==> src/sv/pcfc_pkg.sv <==
package pcfc_pkg;

  // Default widths; the top level carries the live parameters.
  localparam int unsigned COUNT_WIDTH_DEF    = 16;
  localparam int unsigned LOCATION_WIDTH_DEF = 32;

  // Fixed field widths.
  localparam int unsigned REF_WIDTH   = 8;
  localparam int unsigned DELTA_WIDTH = 33;
  localparam int unsigned REP_WIDTH   = 8;

  // Bases, indexed 1..5 as in the ".ACGTN" letter string.
  localparam int unsigned NUM_BASES = 5;
  localparam int unsigned IDX_WIDTH = 3;

  localparam logic [IDX_WIDTH-1:0] BASE_NONE = 3'd0;
  localparam logic [IDX_WIDTH-1:0] BASE_A    = 3'd1;
  localparam logic [IDX_WIDTH-1:0] BASE_C    = 3'd2;
  localparam logic [IDX_WIDTH-1:0] BASE_G    = 3'd3;
  localparam logic [IDX_WIDTH-1:0] BASE_T    = 3'd4;
  localparam logic [IDX_WIDTH-1:0] BASE_N    = 3'd5;

  // Allelic replacement code: ALLELIC_BASE + ALLELIC_MUL*first + second.
  localparam int unsigned ALLELIC_BASE = 85;
  localparam int unsigned ALLELIC_MUL  = 6;

  // Allelic test: ALLELIC_DEN*second > sum, i.e. second/sum > 0.2.
  localparam int unsigned ALLELIC_DEN = 5;

  // Per-site call handed from the classifier to the top level.
  typedef struct packed {
    logic                 fix;
    logic                 allelic;
    logic [REP_WIDTH-1:0] replacement;
  } pcfc_call_t;

  function automatic logic [REF_WIDTH-1:0] base_letter(input logic [IDX_WIDTH-1:0] idx);
    logic [REF_WIDTH-1:0] letter;
    case (idx)
      BASE_A:  letter = 8'h41;
      BASE_C:  letter = 8'h43;
      BASE_G:  letter = 8'h47;
      BASE_T:  letter = 8'h54;
      BASE_N:  letter = 8'h4E;
      default: letter = 8'h2E;
    endcase
    return letter;
  endfunction

endpackage

==> src/sv/pcfc_site_if.sv <==
interface pcfc_site_if #(
  parameter int unsigned COUNT_WIDTH    = pcfc_pkg::COUNT_WIDTH_DEF,
  parameter int unsigned LOCATION_WIDTH = pcfc_pkg::LOCATION_WIDTH_DEF
) ();
  import pcfc_pkg::*;

  logic                      valid;
  logic                      ready;
  logic [LOCATION_WIDTH-1:0] location;
  logic [REF_WIDTH-1:0]      ref_char;
  logic [COUNT_WIDTH-1:0]    count_a;
  logic [COUNT_WIDTH-1:0]    count_c;
  logic [COUNT_WIDTH-1:0]    count_g;
  logic [COUNT_WIDTH-1:0]    count_t;
  logic [COUNT_WIDTH-1:0]    count_n;
  logic                      block_start;

  modport source (
    output valid, location, ref_char, count_a, count_c, count_g, count_t, count_n,
           block_start,
    input  ready
  );

  modport sink (
    input  valid, location, ref_char, count_a, count_c, count_g, count_t, count_n,
           block_start,
    output ready
  );

endinterface

==> src/sv/pcfc_fix_if.sv <==
interface pcfc_fix_if ();
  import pcfc_pkg::*;

  logic                   valid;
  logic                   ready;
  logic                   fix_valid;
  logic [DELTA_WIDTH-1:0] loc_delta;
  logic [REP_WIDTH-1:0]   replacement;
  logic                   is_allelic;

  modport source (
    output valid, fix_valid, loc_delta, replacement, is_allelic,
    input  ready
  );

  modport sink (
    input  valid, fix_valid, loc_delta, replacement, is_allelic,
    output ready
  );

endinterface

==> src/sv/pcfc_classify.sv <==
module pcfc_classify #(
  parameter int unsigned COUNT_WIDTH = pcfc_pkg::COUNT_WIDTH_DEF
) (
  input  logic [pcfc_pkg::REF_WIDTH-1:0] ref_char_i,
  input  logic [COUNT_WIDTH-1:0]         counts_i [pcfc_pkg::NUM_BASES],
  output pcfc_pkg::pcfc_call_t           call_o
);
  import pcfc_pkg::*;

  localparam int unsigned SUM_WIDTH = COUNT_WIDTH + 3;

  logic [COUNT_WIDTH-1:0] best;
  logic [COUNT_WIDTH-1:0] second;
  logic [IDX_WIDTH-1:0]   first_idx;
  logic [IDX_WIDTH-1:0]   second_idx;
  logic                   have_second;
  logic [SUM_WIDTH-1:0]   sum;
  logic [SUM_WIDTH-1:0]   second_x5;
  logic                   allelic;

  // Top-two scan; strict compares keep the lower base on ties.
  always_comb begin
    best        = counts_i[0];
    first_idx   = BASE_A;
    second      = '0;
    second_idx  = BASE_NONE;
    have_second = 1'b0;
    sum         = SUM_WIDTH'(counts_i[0]);
    for (int j = 1; j < NUM_BASES; j++) begin
      sum = sum + SUM_WIDTH'(counts_i[j]);
      if (counts_i[j] > best) begin
        second      = best;
        second_idx  = first_idx;
        have_second = 1'b1;
        best        = counts_i[j];
        first_idx   = IDX_WIDTH'(j + 1);
      end else if (!have_second || (counts_i[j] > second)) begin
        second      = counts_i[j];
        second_idx  = IDX_WIDTH'(j + 1);
        have_second = 1'b1;
      end
    end
  end

  // 5*second as shift-add; fits in SUM_WIDTH.
  assign second_x5 = {1'b0, second, 2'b00} + SUM_WIDTH'(second);
  assign allelic   = (sum != '0) && (second_x5 > sum);

  always_comb begin
    call_o.allelic = allelic;
    call_o.fix     = (ref_char_i != base_letter(first_idx)) || allelic;
    if (allelic) begin
      call_o.replacement = REP_WIDTH'(ALLELIC_BASE + ALLELIC_MUL * int'(first_idx)
                                      + int'(second_idx));
    end else begin
      call_o.replacement = base_letter(first_idx);
    end
  end

endmodule

==> src/sv/pileup_consensus_fix_caller_core.sv <==
// Pileup consensus fix caller, registered single pass.
// An accepted site passes through the input register and then the result register, which drives the output.
// Throughput: one site per cycle, sustained, with the output consumer always ready.
// Reset (rst_ni low, asynchronous): pipeline valid flags and the previous fix
// location clear to zero; no clearing pass, the block accepts at once.
module pileup_consensus_fix_caller_core #(
  parameter int unsigned COUNT_WIDTH    = pcfc_pkg::COUNT_WIDTH_DEF,
  parameter int unsigned LOCATION_WIDTH = pcfc_pkg::LOCATION_WIDTH_DEF
) (
  input  logic clk_i,
  input  logic rst_ni,
  pcfc_site_if.sink  in_i,
  pcfc_fix_if.source out_o
);
  import pcfc_pkg::*;

  // Delta is computed modulo 2^(LOCATION_WIDTH+1), then fit to the 33-bit field.
  localparam int unsigned DN_WIDTH = LOCATION_WIDTH + 1;
  localparam int unsigned DW_WIDTH = (DN_WIDTH > DELTA_WIDTH) ? DN_WIDTH : DELTA_WIDTH;

  // ---------------------------------------------------------------------------
  // Input register stage. It loads whenever it is empty or hands its site on,
  // so a new transaction can enter every cycle.
  // ---------------------------------------------------------------------------
  logic                      s1_valid_q;
  logic [LOCATION_WIDTH-1:0] s1_loc_q;
  logic [REF_WIDTH-1:0]      s1_ref_q;
  logic [COUNT_WIDTH-1:0]    s1_cnt_q [NUM_BASES];
  logic                      s1_blk_q;

  logic in_fire;
  logic out_free;   // result register can take a new result this cycle
  logic s1_adv;     // site moves from input register to result register

  assign out_free   = !out_o.valid || out_o.ready;
  assign s1_adv     = s1_valid_q && out_free;
  assign in_i.ready = !s1_valid_q || out_free;
  assign in_fire    = in_i.valid && in_i.ready;

  always_ff @(posedge clk_i or negedge rst_ni) begin
    if (!rst_ni) begin
      s1_valid_q <= 1'b0;
    end else if (in_i.ready) begin
      s1_valid_q <= in_i.valid;
    end
  end

  // Payload: no reset needed.
  always_ff @(posedge clk_i) begin
    if (in_fire) begin
      s1_loc_q    <= in_i.location;
      s1_ref_q    <= in_i.ref_char;
      s1_cnt_q[0] <= in_i.count_a;
      s1_cnt_q[1] <= in_i.count_c;
      s1_cnt_q[2] <= in_i.count_g;
      s1_cnt_q[3] <= in_i.count_t;
      s1_cnt_q[4] <= in_i.count_n;
      s1_blk_q    <= in_i.block_start;
    end
  end

  // ---------------------------------------------------------------------------
  // Consensus call: top two counts, allelic test, replacement byte.
  // ---------------------------------------------------------------------------
  pcfc_call_t call;

  pcfc_classify #(
    .COUNT_WIDTH (COUNT_WIDTH)
  ) u_classify (
    .ref_char_i (s1_ref_q),
    .counts_i   (s1_cnt_q),
    .call_o     (call)
  );

  // ---------------------------------------------------------------------------
  // Location delta against the last fix. Block start clears the previous fix
  // location ahead of this site, so its delta is location + 1.
  // ---------------------------------------------------------------------------
  logic [LOCATION_WIDTH-1:0] prev_fix_q;
  logic [LOCATION_WIDTH-1:0] prev_fix_d;
  logic [LOCATION_WIDTH-1:0] prev_eff;
  logic [DN_WIDTH-1:0]       delta_n;
  logic [DW_WIDTH-1:0]       delta_w;

  assign prev_eff = s1_blk_q ? '0 : prev_fix_q;
  assign delta_n  = {1'b0, s1_loc_q} - {1'b0, prev_eff} + DN_WIDTH'(1);
  assign delta_w  = DW_WIDTH'(delta_n);

  // The only state carried between sites; updates as the site leaves stage 1.
  always_comb begin
    prev_fix_d = prev_fix_q;
    if (s1_adv) begin
      prev_fix_d = call.fix ? s1_loc_q : prev_eff;
    end
  end

  always_ff @(posedge clk_i or negedge rst_ni) begin
    if (!rst_ni) begin
      prev_fix_q <= '0;
    end else begin
      prev_fix_q <= prev_fix_d;
    end
  end

  // ---------------------------------------------------------------------------
  // Result register. Non-fix sites report all-zero fields.
  // ---------------------------------------------------------------------------
  logic                   out_valid_q;
  logic                   fix_valid_q;
  logic [DELTA_WIDTH-1:0] loc_delta_q;
  logic [REP_WIDTH-1:0]   replacement_q;
  logic                   is_allelic_q;

  always_ff @(posedge clk_i or negedge rst_ni) begin
    if (!rst_ni) begin
      out_valid_q <= 1'b0;
    end else if (out_free) begin
      out_valid_q <= s1_valid_q;
    end
  end

  always_ff @(posedge clk_i) begin
    if (s1_adv) begin
      fix_valid_q   <= call.fix;
      loc_delta_q   <= call.fix ? delta_w[DELTA_WIDTH-1:0] : '0;
      replacement_q <= call.fix ? call.replacement : '0;
      is_allelic_q  <= call.fix && call.allelic;
    end
  end

  assign out_o.valid       = out_valid_q;
  assign out_o.fix_valid   = fix_valid_q;
  assign out_o.loc_delta   = loc_delta_q;
  assign out_o.replacement = replacement_q;
  assign out_o.is_allelic  = is_allelic_q;

`ifndef SYNTHESIS
  // A site held in stage 1 while the result register is stalled stays put.
  a_s1_hold: assert property (@(posedge clk_i) disable iff (!rst_ni)
    (s1_valid_q && !out_free) |=> s1_valid_q)
    else $error("stage 1 site dropped during output stall");

  // A fix moves the previous fix location to that site.
  a_prev_update: assert property (@(posedge clk_i) disable iff (!rst_ni)
    (s1_adv && call.fix) |=> (prev_fix_q == $past(s1_loc_q)))
    else $error("previous fix location not updated");

  // Allelic sites are always fixes.
  a_allelic_fix: assert property (@(posedge clk_i) disable iff (!rst_ni)
    (out_valid_q && is_allelic_q) |-> fix_valid_q)
    else $error("allelic result without fix");

  // Non-fix results carry zero fields.
  a_nofix_zero: assert property (@(posedge clk_i) disable iff (!rst_ni)
    (out_valid_q && !fix_valid_q) |-> ((loc_delta_q == '0) && (replacement_q == '0)))
    else $error("non-fix result with nonzero fields");
`endif

endmodule

==> src/flat_wrapper.sv <==
// flat-port wrapper written by rule: the top's interface ports become plain ports
module pileup_consensus_fix_caller_core_flat import pcfc_pkg::*;
#(
  parameter int unsigned COUNT_WIDTH    = pcfc_pkg::COUNT_WIDTH_DEF,
  parameter int unsigned LOCATION_WIDTH = pcfc_pkg::LOCATION_WIDTH_DEF
)
  (clk_i, rst_ni, in_i_valid, in_i_location, in_i_ref_char, in_i_count_a, in_i_count_c, in_i_count_g, in_i_count_t, in_i_count_n, in_i_block_start, in_i_ready, out_o_valid, out_o_fix_valid, out_o_loc_delta, out_o_replacement, out_o_is_allelic, out_o_ready);
  pcfc_site_if #(.COUNT_WIDTH(COUNT_WIDTH), .LOCATION_WIDTH(LOCATION_WIDTH)) in_i_i ();
  pcfc_fix_if out_o_i ();
  input  logic clk_i;
  input  logic rst_ni;
  input wire logic [$bits(in_i_i.valid)-1:0] in_i_valid;
  input wire logic [$bits(in_i_i.location)-1:0] in_i_location;
  input wire logic [$bits(in_i_i.ref_char)-1:0] in_i_ref_char;
  input wire logic [$bits(in_i_i.count_a)-1:0] in_i_count_a;
  input wire logic [$bits(in_i_i.count_c)-1:0] in_i_count_c;
  input wire logic [$bits(in_i_i.count_g)-1:0] in_i_count_g;
  input wire logic [$bits(in_i_i.count_t)-1:0] in_i_count_t;
  input wire logic [$bits(in_i_i.count_n)-1:0] in_i_count_n;
  input wire logic [$bits(in_i_i.block_start)-1:0] in_i_block_start;
  output wire logic [$bits(in_i_i.ready)-1:0] in_i_ready;
  output wire logic [$bits(out_o_i.valid)-1:0] out_o_valid;
  output wire logic [$bits(out_o_i.fix_valid)-1:0] out_o_fix_valid;
  output wire logic [$bits(out_o_i.loc_delta)-1:0] out_o_loc_delta;
  output wire logic [$bits(out_o_i.replacement)-1:0] out_o_replacement;
  output wire logic [$bits(out_o_i.is_allelic)-1:0] out_o_is_allelic;
  input wire logic [$bits(out_o_i.ready)-1:0] out_o_ready;
  assign in_i_i.valid = in_i_valid;
  assign in_i_i.location = in_i_location;
  assign in_i_i.ref_char = in_i_ref_char;
  assign in_i_i.count_a = in_i_count_a;
  assign in_i_i.count_c = in_i_count_c;
  assign in_i_i.count_g = in_i_count_g;
  assign in_i_i.count_t = in_i_count_t;
  assign in_i_i.count_n = in_i_count_n;
  assign in_i_i.block_start = in_i_block_start;
  assign in_i_ready = in_i_i.ready;
  assign out_o_valid = out_o_i.valid;
  assign out_o_fix_valid = out_o_i.fix_valid;
  assign out_o_loc_delta = out_o_i.loc_delta;
  assign out_o_replacement = out_o_i.replacement;
  assign out_o_is_allelic = out_o_i.is_allelic;
  assign out_o_i.ready = out_o_ready;
  pileup_consensus_fix_caller_core #(.COUNT_WIDTH(COUNT_WIDTH), .LOCATION_WIDTH(LOCATION_WIDTH)) u_core (.clk_i(clk_i), .rst_ni(rst_ni), .in_i(in_i_i), .out_o(out_o_i));
endmodule
==> config.mk <==
export PLATFORM = sky130hd
export DESIGN_NAME = pileup_consensus_fix_caller_core_flat
export DESIGN_NICKNAME = d
export VERILOG_FILES = /design/src/sv/pcfc_pkg.sv /design/src/sv/pcfc_site_if.sv /design/src/sv/pcfc_fix_if.sv /design/src/sv/pcfc_classify.sv /design/src/sv/pileup_consensus_fix_caller_core.sv /design/src/flat_wrapper.sv
export SDC_FILE = /design/constraint.sdc
export NUM_CORES = 1
export LEC_CHECK = 0
export ABC_CLOCK_PERIOD_IN_PS = 12150
export BUFFER_PORTS_ARGS = -buffer_cell sky130_fd_sc_hd__buf_2
export CAP_MARGIN = 40
export CELL_PAD_IN_SITES_DETAIL_PLACEMENT = 1
export CELL_PAD_IN_SITES_GLOBAL_PLACEMENT = 1
export CORE_UTILIZATION = 43
export CTS_CLUSTER_SIZE = 30
export DETAILED_ROUTE_END_ITERATION = 6
export MAX_ROUTING_LAYER = met4
export PLACE_DENSITY_LB_ADDON = 0.08
export RECOVER_POWER = 25
export SYNTH_ARGS = -nofsm -noshare
export SYNTH_HDL_FRONTEND = slang
export SYNTH_SLANG_ARGS = --single-unit
==> constraint.sdc <==
create_clock -name clk_i -period 12.15 [get_ports clk_i]
set_clock_uncertainty 0.1 [all_clocks]
set_input_delay 0.6075 -clock clk_i [delete_from_list [all_inputs] [get_ports clk_i]]
set_output_delay 0.6075 -clock clk_i [all_outputs]
set_load 0.01 [all_outputs]
==> impl_metrics.toml <==
[pwr]
combPwrFrac_pct = 77.0
p_leak_nw = 10.2
p_int_mw = 3.71
p_per_area_nw_per_um2 = 311
clkPwrFrac_pct = 8.7
power.switching_mw = 3.19
swShare_pct = 46.2
p_seq_share_pct = 14.2
max-vdd-ir-drop_mv = 0.255

[hold_path]
worstHoldPathType = "in -> async"

[logic_synthesis]
synth_warnings = 0
synth-async-reset-ratio_pct = 17.2
synth.distinct_cells = 85
yosysSeqAreaShare_pct = 34.4
synth_edf_count = 164
syn_avg_cell_area_um2 = 10.0
synth_top_area_share_pct = 29.3
synth_cells = 1679
ys_top_cells_by_area = "edfxtp_1, ha_1, dfrtp_1"
syn_nets = 2093
ys_seq_elements = 198
yosys.area.top_type = "edfxtp_1"
synthFlopType = "edfxtp_1"
syn_area_um2 = 16800

[worst_setup_path]
max_stage_delay_ps = 570
ff2ff_setup_slack_ps = -500
cp-end-kind = "register"
cp_max_fo = 8
crit_type = "reg -> reg"
r2r_end = "u_core.prev_fix_q[3]$_DFFE_PN0P_"
r2r_start = "u_core.s1_cnt_q[76]$_DFFE_PP_"
reg2reg_depth = 69
cp_data_arrival_time_ps = 12970
crit_top_cell = "o21ai_2"
required_ps = 12470
critPathLaunchType = "register"
critical_path.slowest_cell = "or4_4"

[floorplanning]
die_w_um = 200
dieArea_um2 = 39900
pin_count = 170
chipHeight_um = 200
coreArea_um2 = 38600
initial_utilization_pct = 43.6
rows = 72

[flow_run]
drv_cap = 0

[cells_and_area]
mostFrequentLayoutCell = "buf_4"
nets = 2563
final_cell_mix = "buf_4, ha_1, buf_2, edfxtp_1, inv_1"
nFillCells = 4385
drive_gt1_share_pct = 31.7
stdcell_count = 2686
syn_to_final_growth_pct = 31.9

[route]
dr.first_iter.drc_count = 568
via_per_inst = 5.54
drtPass1Iterations = 5
avgRoutedWirePerCell_um = 21.0
drtAntennaViolNets = 0
post-route-drc-count = 0
wl_um = 56400
via_count = 14900

[clock_tree]
cts_num_sinks = 198
cts_buffers = 17
cts_tree = "built"
ctsHoldBuffers = 0
cts.clk_slew.worst_paths_ps = 80
cts-root-buf = "clkbuf_16"
clock_path_buffers = 2
htreeDepth = 4
clk_latency_ps = 500

[place]
numPortBuffers = 169
dp.cells = 2597
hpwl_um = 44000
gp_congestion = 0.956

[sta]
fmax_mhz = 79.0
relSlewSlack_pct = 45.5
whs_ps = 100
post-route-min-period_ps = 12650
finalSetupViolCount = 75
final_hold_viol_count = 0
period_share_pct = 104
slew_viol_final = 0
worst_slack_ps = -503
worst_pin_slew_ps = 818
rsz0062_at_grt = "yes"

[global_route]
antenna_found_initial = 6
grtUsageMet2_pct = 52.7
grt_util_met1_pct = 32.3
grt_pass1_wl_um = 85700
grt_start_max_net_pins = 48
met3_usage_pct = 4.78
grt.busiest_layer = "met2"
overflow = 0
track_usage_pct = 29.4
grt_pass1_vias = 15900

[run_status]
status = "finished with violations"
violations = "negative setup slack"
-- worst max-delay path by stage --
stage | startpoint | to | slack [ps]
global placement | u_core.s1_cnt_q[59]$_DFFE_PP_ | u_core.prev_fix_q[3]$_DFFE_PN0P_ | -700
floorplan | u_core.s1_cnt_q[56]$_DFFE_PP_ | u_core.prev_fix_q[10]$_DFFE_PN0P_ | -20
detailed placement | u_core.s1_cnt_q[57]$_DFFE_PP_ | u_core.prev_fix_q[19]$_DFFE_PN0P_ | -1040
global route | u_core.s1_cnt_q[61]$_DFFE_PP_ | u_core.prev_fix_q[3]$_DFFE_PN0P_ | -1100
CTS | u_core.s1_cnt_q[77]$_DFFE_PP_ | u_core.prev_fix_q[3]$_DFFE_PN0P_ | -380
finish | u_core.s1_cnt_q[76]$_DFFE_PP_ | u_core.prev_fix_q[3]$_DFFE_PN0P_ | -500
-- cells in the mapped netlist (34+ instances only) --
master and instances:
mux2i_1 49, xnor2_1 40, a21o_1 44, a21oi_1 115, nor2_1 130, nand2_1 91
inv_1 151, ha_1 252, fa_1 37, dfrtp_1 34, edfxtp_1 164, nand2b_1 47
a22o_1 35, o21ai_0 62
-- sequential cells by signal, summed over array words and instances (netlist names) --
| register | cells |
|---|---|
| u_core.out_o.replacement | 8 |
| u_core.out_o.valid | 1 |
| u_core.s1_cnt_q | 80 |
| u_core.s1_blk_q | 1 |
| u_core.s1_valid_q | 1 |
| u_core.out_o.fix_valid | 1 |
| u_core.out_o.loc_delta | 33 |
| u_core.prev_fix_q | 32 |
| u_core.s1_loc_q | 32 |
| u_core.s1_ref_q | 8 |
| u_core.out_o.is_allelic | 1 |
-- per-stage QoR --
step           utilization [%]  total power, mW  setup slack [ps]  instance area, um^2  setup TNS (ps)
3_5_place_dp              52.9             5.76             -1040                20400          -70920
6_report                  57.5             6.90              -503                22200          -29760
3_3_place_gp              52.8             5.56              -702                20400          -47080
4_1_cts                   55.5             6.59              -381                21400          -19080
5_1_grt                   57.5             7.48             -1100                22200          -73630
2_1_floorplan                -             3.97             -20.2                17000            -607
-- area by class of cell --
cell class | count | area, um^2 | area share, %
diodes | 6 | 15.0 | 0.0677
clock buffers | 17 | 425 | 1.92
clock inverters | 15 | 183 | 0.824
inverters | 154 | 586 | 2.64
multi-input cells | 1281 | 10900 | 49.4
flip-flops and latches | 198 | 5780 | 26.1
well taps | 518 | 648 | 2.92
repair buffers | 497 | 3580 | 16.2
-- worst max-delay path, delay by kind of cell, from the launching register on --
family,cells,cell delay [ps]
buffers and inverters,13,1500
DFF,1,450
AOI/OAI and AO/OA,28,4700
adders and majority gates,6,1460
xor gates and xnor gates,1,140
and+or+nand+nor,19,3700
muxes,2,510
-- cell families (layout without fill, tap and decap cells) --
kind of cell	Yosys count	in the layout	synth area share, %
buf+inv	201	683	4.88
xor+xnor	68	68	3.54
simple gates	438	439	13.1
fa+ha+maj	289	289	23.2
compound gates	418	418	16.9
mux	67	67	4.12
other cells	0	6	0
flops	198	198	34.4
-- timing repair --
item	4_1_cts	5_1_grt
pin swaps	39	56
setup buffers	14	35
setup endpoints to repair	75	75
gates resized for setup	53	92
gates cloned	2	4
-- per-layer routing --
layer / vias up / routed length [um]
met5: - / 0
met4: 0 / 2000
met3: 100 / 1810
met2: 279 / 29600
met1: 7386 / 23000
li1: 7105 / -
-- power by group through the flow --
stage	registers [mW]	logic (mW)	clock network [mW]
floorplan	1.00	2.97	0
global placement	0.993	4.57	0
detailed placement	0.993	4.76	0
CTS	0.981	4.99	0.623
global route	0.991	5.85	0.638
finish	0.982	5.31	0.601
(Power assumes the default switching activity.)
